## config.mk

```make
export PLATFORM = sky130hd
export DESIGN_NAME = prmi_ctrl
export DESIGN_NICKNAME = d
export VERILOG_FILES = /design/src/rtl/core/priority_region_map_insert_assert.svh /design/src/rtl/core/prmi_pkg.sv /design/src/rtl/core/prmi_ctrl.sv
export SDC_FILE = /design/constraint.sdc
export NUM_CORES = 1
export LEC_CHECK = 0
export ABC_AREA = 1
export BUFFER_PORTS_ARGS = -buffer_cell sky130_fd_sc_hd__buf_2
export CORE_AREA = 2 2 39 41
export DETAILED_ROUTE_END_ITERATION = 10
export DIE_AREA = 0 0 41 43
export SKIP_CTS_REPAIR_TIMING = 1
export SYNTH_ARGS = -nofsm -noshare
export SYNTH_HDL_FRONTEND = slang
export SYNTH_SLANG_ARGS = --single-unit
```

## constraint.sdc

```tcl
create_clock -name clk_i -period 3.4 [get_ports clk_i]
set_input_delay 1.02 -clock clk_i [delete_from_list [all_inputs] [get_ports clk_i]]
set_output_delay 1.02 -clock clk_i [all_outputs]
set_load 0.01 [all_outputs]
```

## src/rtl/core/priority_region_map_insert_assert.svh

```systemverilog
// assertion macros for the region map
`ifndef PRIORITY_REGION_MAP_INSERT_ASSERT_SVH
`define PRIORITY_REGION_MAP_INSERT_ASSERT_SVH

// same-cycle implication, clocked on clk_i, off during reset
`define PRMI_ASSERT_NOW(lbl, ante, cons) \
  lbl: assert property (@(posedge clk_i) disable iff (!rst_ni) (ante) |-> (cons)) \
    else $error("region map check failed");

// next-cycle implication, clocked on clk_i, off during reset
`define PRMI_ASSERT_NXT(lbl, ante, cons) \
  lbl: assert property (@(posedge clk_i) disable iff (!rst_ni) (ante) |=> (cons)) \
    else $error("region map check failed");

`endif

```

## src/rtl/core/prmi_pkg.sv

```systemverilog
// shared constants, types and command/status bundles of the region map
package prmi_pkg;

  localparam int unsigned MAP_DEPTH = 128;
  localparam int unsigned IDX_W     = $clog2(MAP_DEPTH);
  localparam int unsigned CNT_W     = $clog2(MAP_DEPTH + 1);
  localparam int unsigned ADDR_W    = 64;
  localparam int unsigned TYPE_W    = 4;
  localparam int unsigned INDEX_W   = 7;
  localparam int unsigned COUNT_W   = 8;

  localparam logic CMD_ADD  = 1'b0;
  localparam logic CMD_READ = 1'b1;

  typedef struct packed {
    logic [ADDR_W-1:0] head;
    logic [ADDR_W-1:0] tail;
    logic [TYPE_W-1:0] ty;
  } region_t;

  // controller to datapath
  typedef struct packed {
    logic accept;
    logic fetch;
    logic load;
    logic step;
    logic flush;
    logic res_load;
  } cmd_t;

  // datapath to controller
  typedef struct packed {
    logic work;
    logic more;
    logic adv;
    logic fail;
    logic fin;
    logic out_busy;
  } sts_t;

endpackage

```

## src/rtl/core/prmi_ctrl.sv

```systemverilog
// sequencing state machine of the region map
module prmi_ctrl (
  input  logic            clk_i,
  input  logic            rst_ni,
  input  logic            in_valid_i,
  output logic            in_stall_o,
  input  prmi_pkg::sts_t  sts_i,
  output prmi_pkg::cmd_t  cmd_o
);

  localparam logic [2:0] S_IDLE  = 3'd0;
  localparam logic [2:0] S_FETCH = 3'd1;
  localparam logic [2:0] S_LOAD  = 3'd2;
  localparam logic [2:0] S_STEP  = 3'd3;
  localparam logic [2:0] S_FLUSH = 3'd4;
  localparam logic [2:0] S_RES   = 3'd5;

  logic [2:0] state_q, state_d;

  assign in_stall_o = (state_q != S_IDLE);

  // next state and commands
  always_comb begin
    state_d = state_q;
    cmd_o   = '0;
    unique case (state_q)
      S_IDLE: begin
        if (in_valid_i) begin
          cmd_o.accept = 1'b1;
          state_d      = sts_i.work ? S_FETCH : S_RES;
        end
      end
      S_FETCH: begin
        cmd_o.fetch = 1'b1;
        state_d     = sts_i.more ? S_LOAD : S_STEP;
      end
      S_LOAD: begin
        cmd_o.load = 1'b1;
        state_d    = S_STEP;
      end
      S_STEP: begin
        cmd_o.step = 1'b1;
        priority if (sts_i.fail) begin
          state_d = S_RES;
        end else if (sts_i.fin) begin
          state_d = S_FLUSH;
        end else if (sts_i.adv) begin
          state_d = S_FETCH;
        end
      end
      S_FLUSH: begin
        cmd_o.flush = 1'b1;
        state_d     = S_RES;
      end
      S_RES: begin
        if (!sts_i.out_busy) begin
          cmd_o.res_load = 1'b1;
          state_d        = S_IDLE;
        end
      end
      default: state_d = S_IDLE;
    endcase
  end

  // state register
  always_ff @(posedge clk_i or negedge rst_ni) begin
    if (!rst_ni) begin
      state_q <= S_IDLE;
    end else begin
      state_q <= state_d;
    end
  end

endmodule

```

; Word-level counts from Yosys, hierarchy flattened
; Cells that the tools add are included.
[op_classes]
eq_ne = 8
mux = 16
n_reduce_logical = 3
[ops]
columns = operator, count
row1 = 3-bit two-way mux, 6
row2 = 3-bit case mux with 6 select lines, 1
row3 = 1-bit two-way mux, 9
row4 = 3-bit by 2-bit == test with 1-bit output (second input constant), 2
row5 = 3-bit == test (second input constant), 2
row6 = 2-bit inequality test (second input constant), 2
row7 = 4-bit inequality test (second input constant), 1
row8 = 3-bit by 1-bit == test with 1-bit output (second input constant), 1
row9 = 3-bit logical NOT, 1
row10 = 3-bit AND reduction, 1
row11 = 3-bit nonzero test, 1
[word_totals]
register_bits = 3
in_bits = 9
out_inout_bits = 7
word_cells = 28

; Depth between registers and ports, before layout
[logic_depth]
depth_word = 4
depth_mapped = 6
ltp_nobuf = 6

; Worst setup path before layout
; No wires, ideal clock.
[synth_path]
kind = input to output
from = input port in_valid_i
to = output port cmd_o[5] in the netlist's numbering
arrival_ns = 1.222
t_required_ns = 2.380
slack_ns = 1.158
stages = 2
n_path_buf = 0
cell_sequence = inv_1 -> nor2_1
[synth_rtl]
columns = item, line_no
row1 = "start, declared", prmi_ctrl.sv:5  ; input logic in_valid_i,
row2 = "end, declared", prmi_ctrl.sv:8  ; output prmi_pkg::cmd_t cmd_o

==> run_results.csv <==
group,metric,value,unit
status,status,"finished clean",
job,drv_cap,0,
worst_setup_path,path_common_cell,"buf_2",
worst_setup_path,cp.required,2.38,ns
route,finalWirelength,581,um
worst_setup_path,r2r_cells,6,
worst_setup_path,cpPeakStageDelay,0.13,ns
timing,finalClockSkew,0.00311,ns
global_routing,gr-total-overflow,0,
cts,insertion_delay,0.23,ns
floorplan,initial_core_util,19.0,%
floorplan,design.die.area,1760,um^2
route,first_iter_violations,3,
timing,maxSlewViolCount,0,
cells_and_area,fillers,167,
synthesis,yosys_warnings,0,
route,vias,318,
placement,gp_congestion,0.718,
timing,whs,0.577,ns
route,drc_errors,0,
cells_and_area,layout_commonest_cell,"buf_2",
power_and_ir_drop,p_total,0.305,mW
cts,clock_path_buffers,2,
worst_setup_path,worst-path-stages,4,
cts,tritoncts,"yes",
timing,rsz0062_at_grt,"false",
synthesis,synth.area.mux_share,0,%
cells_and_area,stdcell_area,384,um^2
power_and_ir_drop,powerDensity,793,nW/um^2
synthesis,syn_area_per_cell,5.59,um^2
timing,setup_tns,0,ns
synthesis,synth-seq-cells,3,
placement,dp_hpwl,529,um
synthesis,synth_compound_area_share,7.14,%
global_routing,grt_max_degree,8,
cells_and_area,diodes,0,
cells_and_area,seqCellArea,75.1,um^2
floorplan,dieHeight,43,um
floorplan,fp-row-count,14,
synthesis,synth_top_area_share,28.6,%
timing,clock.fmax,423,MHz
worst_setup_path,startpoint_type,"primary input",
worst_setup_path,reg2reg_slack,2.28,ns
placement,placed_cells,78,
global_routing,grt_pass1_wl,1060,um
timing,fin_crit_sh,69.5,%
route,first_pass_iters,4,
synthesis,synth_top_family_by_area,"simple AND/OR/NAND/NOR gates",
timing,layout_setup_ws,1.04,ns
power_and_ir_drop,switching_share,45.4,%
power_and_ir_drop,power.internal,0.167,mW
power_and_ir_drop,p_comb_share,53.7,%
worst_setup_path,crit_arrival,1.34,ns
power_and_ir_drop,power_frac_seq,26.0,%
global_routing,grt_usage,9.26,%
synthesis,synthDistinctLibCells,10,
synthesis,syn-instance-count,47,
worst_setup_path,worst_setup_path_end_kind,"output pin",
worst_setup_path,critPathTopFamily,"buffers and inverters",
cells_and_area,largest_register_ffs,3,
synthesis,ys_seq_area_share,28.6,%
worst_setup_path,critPathSlowestCell,"buf_2",
synthesis,synthAdderAreaFrac,0,%
timing,relSlewSlack,87.8,%
global_routing,antenna_found_initial,0,
placement,postPlaceCellArea,358,um^2
worst_setup_path,r2r-start,"state_q[2]",
route,via_per_inst,3.88,
power_and_ir_drop,p_leak,0.250,nW
timing,min_period,2.36,ns
synthesis,synth_area,263,um^2
cells_and_area,reg.largest.list,"state_q (3)",
cells_and_area,final_cell_mix,"15 x buf_2, 13 x inv_1, 10 x nor2_1",
cells_and_area,fin_util,27.8,%
global_routing,grt_pass1_vias,319,
cts,numCtsBuffers,3,
cts,clk_pin_slew,0.04,ns
synthesis,synth-simple-area-share,44.3,%
synthesis,yosysTopAreaCell,"dfrtp_1",
timing,worstMarginPinSlew,0.180,ns
timing,hold_viol,0,
floorplan,ioPinCount,16,
cells_and_area,final_nets,76,
worst_setup_path,r2r-end,"state_q[0]",
hold_path,worstHoldPathType,"in -> async",
route,antenna_left,0,
worst_setup_path,critPathMaxFanout,2,
worst_setup_path,cp_num_buf_inv,3,
synthesis,synthXorXnorAreaFrac,0,%
cells_and_area,multi_input_area,135,um^2
power_and_ir_drop,clockPowerShare,20.2,%
cts,root_buffer,"clkbuf_4",
placement,io_buffers,15,
synthesis,synth_fp_nets,56,
route,wl_per_cell,7.09,um
cts,cts.sinks,3,
cells_and_area,drive_gt1_share,31.8,%
cells_and_area,area_delta_synth_final,46.2,%
timing,setup_viol_count_final,0,
cells_and_area,top_register,"state_q",
synthesis,synthTopCellsByArea,"dfrtp_1 29%, inv_1 19%, nor2_1 14%",
cts,htreeDepth,1,
worst_setup_path,path_class,"in -> out",
worst_setup_path,crit_chain,"buf_2 > inv_1 > nor2_1 > buf_2",
cells_and_area,layout.cells.non_filler,82,
floorplan,die_w,41,um
power_and_ir_drop,vdd_drop_max,231,uV
floorplan,design.core.area,1380,um^2
placement,preCtsSetupSlack,1.04,ns
power_and_ir_drop,switching_power,0.138,mW
[synth_stat cells]
| master | instances |
|---|---|
| a21o_2 | 1 |
| dfrtp_1 | 3 |
| inv_1 | 13 |
| inv_2 | 1 |
| nand2_1 | 8 |
| nand3_1 | 7 |
| nand3b_1 | 1 |
| nor2_1 | 10 |
| nor2_2 | 1 |
| o21ai_0 | 2 |
[power by group through the flow]
| stage | sequential (mW) | clock, mW | combinational, mW |
|---|---|---|---|
| final | 0.0793 | 0.0616 | 0.164 |
| after global routing | 0.0841 | 0.0702 | 0.190 |
| after CTS | 0.0794 | 0.0649 | 0.168 |
| after detailed placement | 0.0799 | 0 | 0.167 |
| after global placement | 0.0799 | 0 | 0.165 |
| after floorplan | 0.0749 | 0 | 0.117 |
[layer usage]
metal	wire length (um)	part of all wire [%]	global-route usage, %
met5	0	0	0
met4	0	0	8.00
met3	32	5.5	3.14
met2	331	57	15.0
met1	217	37	8.41
[worst reg2reg max path, cell delays in order, from the launching register on]
cell,delay (ns)
dfrtp_1,0.43
inv_1,0.12
nand3_1,0.09
nor2_1,0.18
nor2_2,0.07
nand3_1,0.08
nand2_1,0.05
[layout make-up]
class,count,share of cell area [%]
Timing Repair Buffer,15,19.5
Tap cell,16,5.21
Sequential cell,3,19.5
Clock buffer,4,6.84
Inverter,14,13.7
Multi-Input combinational cell,30,35.2
[worst max path at each step]
stage | from | endpoint
floorplan | in_valid_i | cmd_o[5]
global placement | sts_i[0] | cmd_o[0]
detailed placement | in_valid_i | cmd_o[5]
CTS | in_valid_i | cmd_o[5]
global route | state_q[1] | cmd_o[5]
finish | in_valid_i | cmd_o[5]
[logic make-up after synthesis]
group / Yosys count
AND/OR/NAND/NOR: 27
buffers and inverters: 14
flip-flops: 3
AO/OA/AOI/OAI: 3
Note: power is estimated with default switching activity, not from simulation.
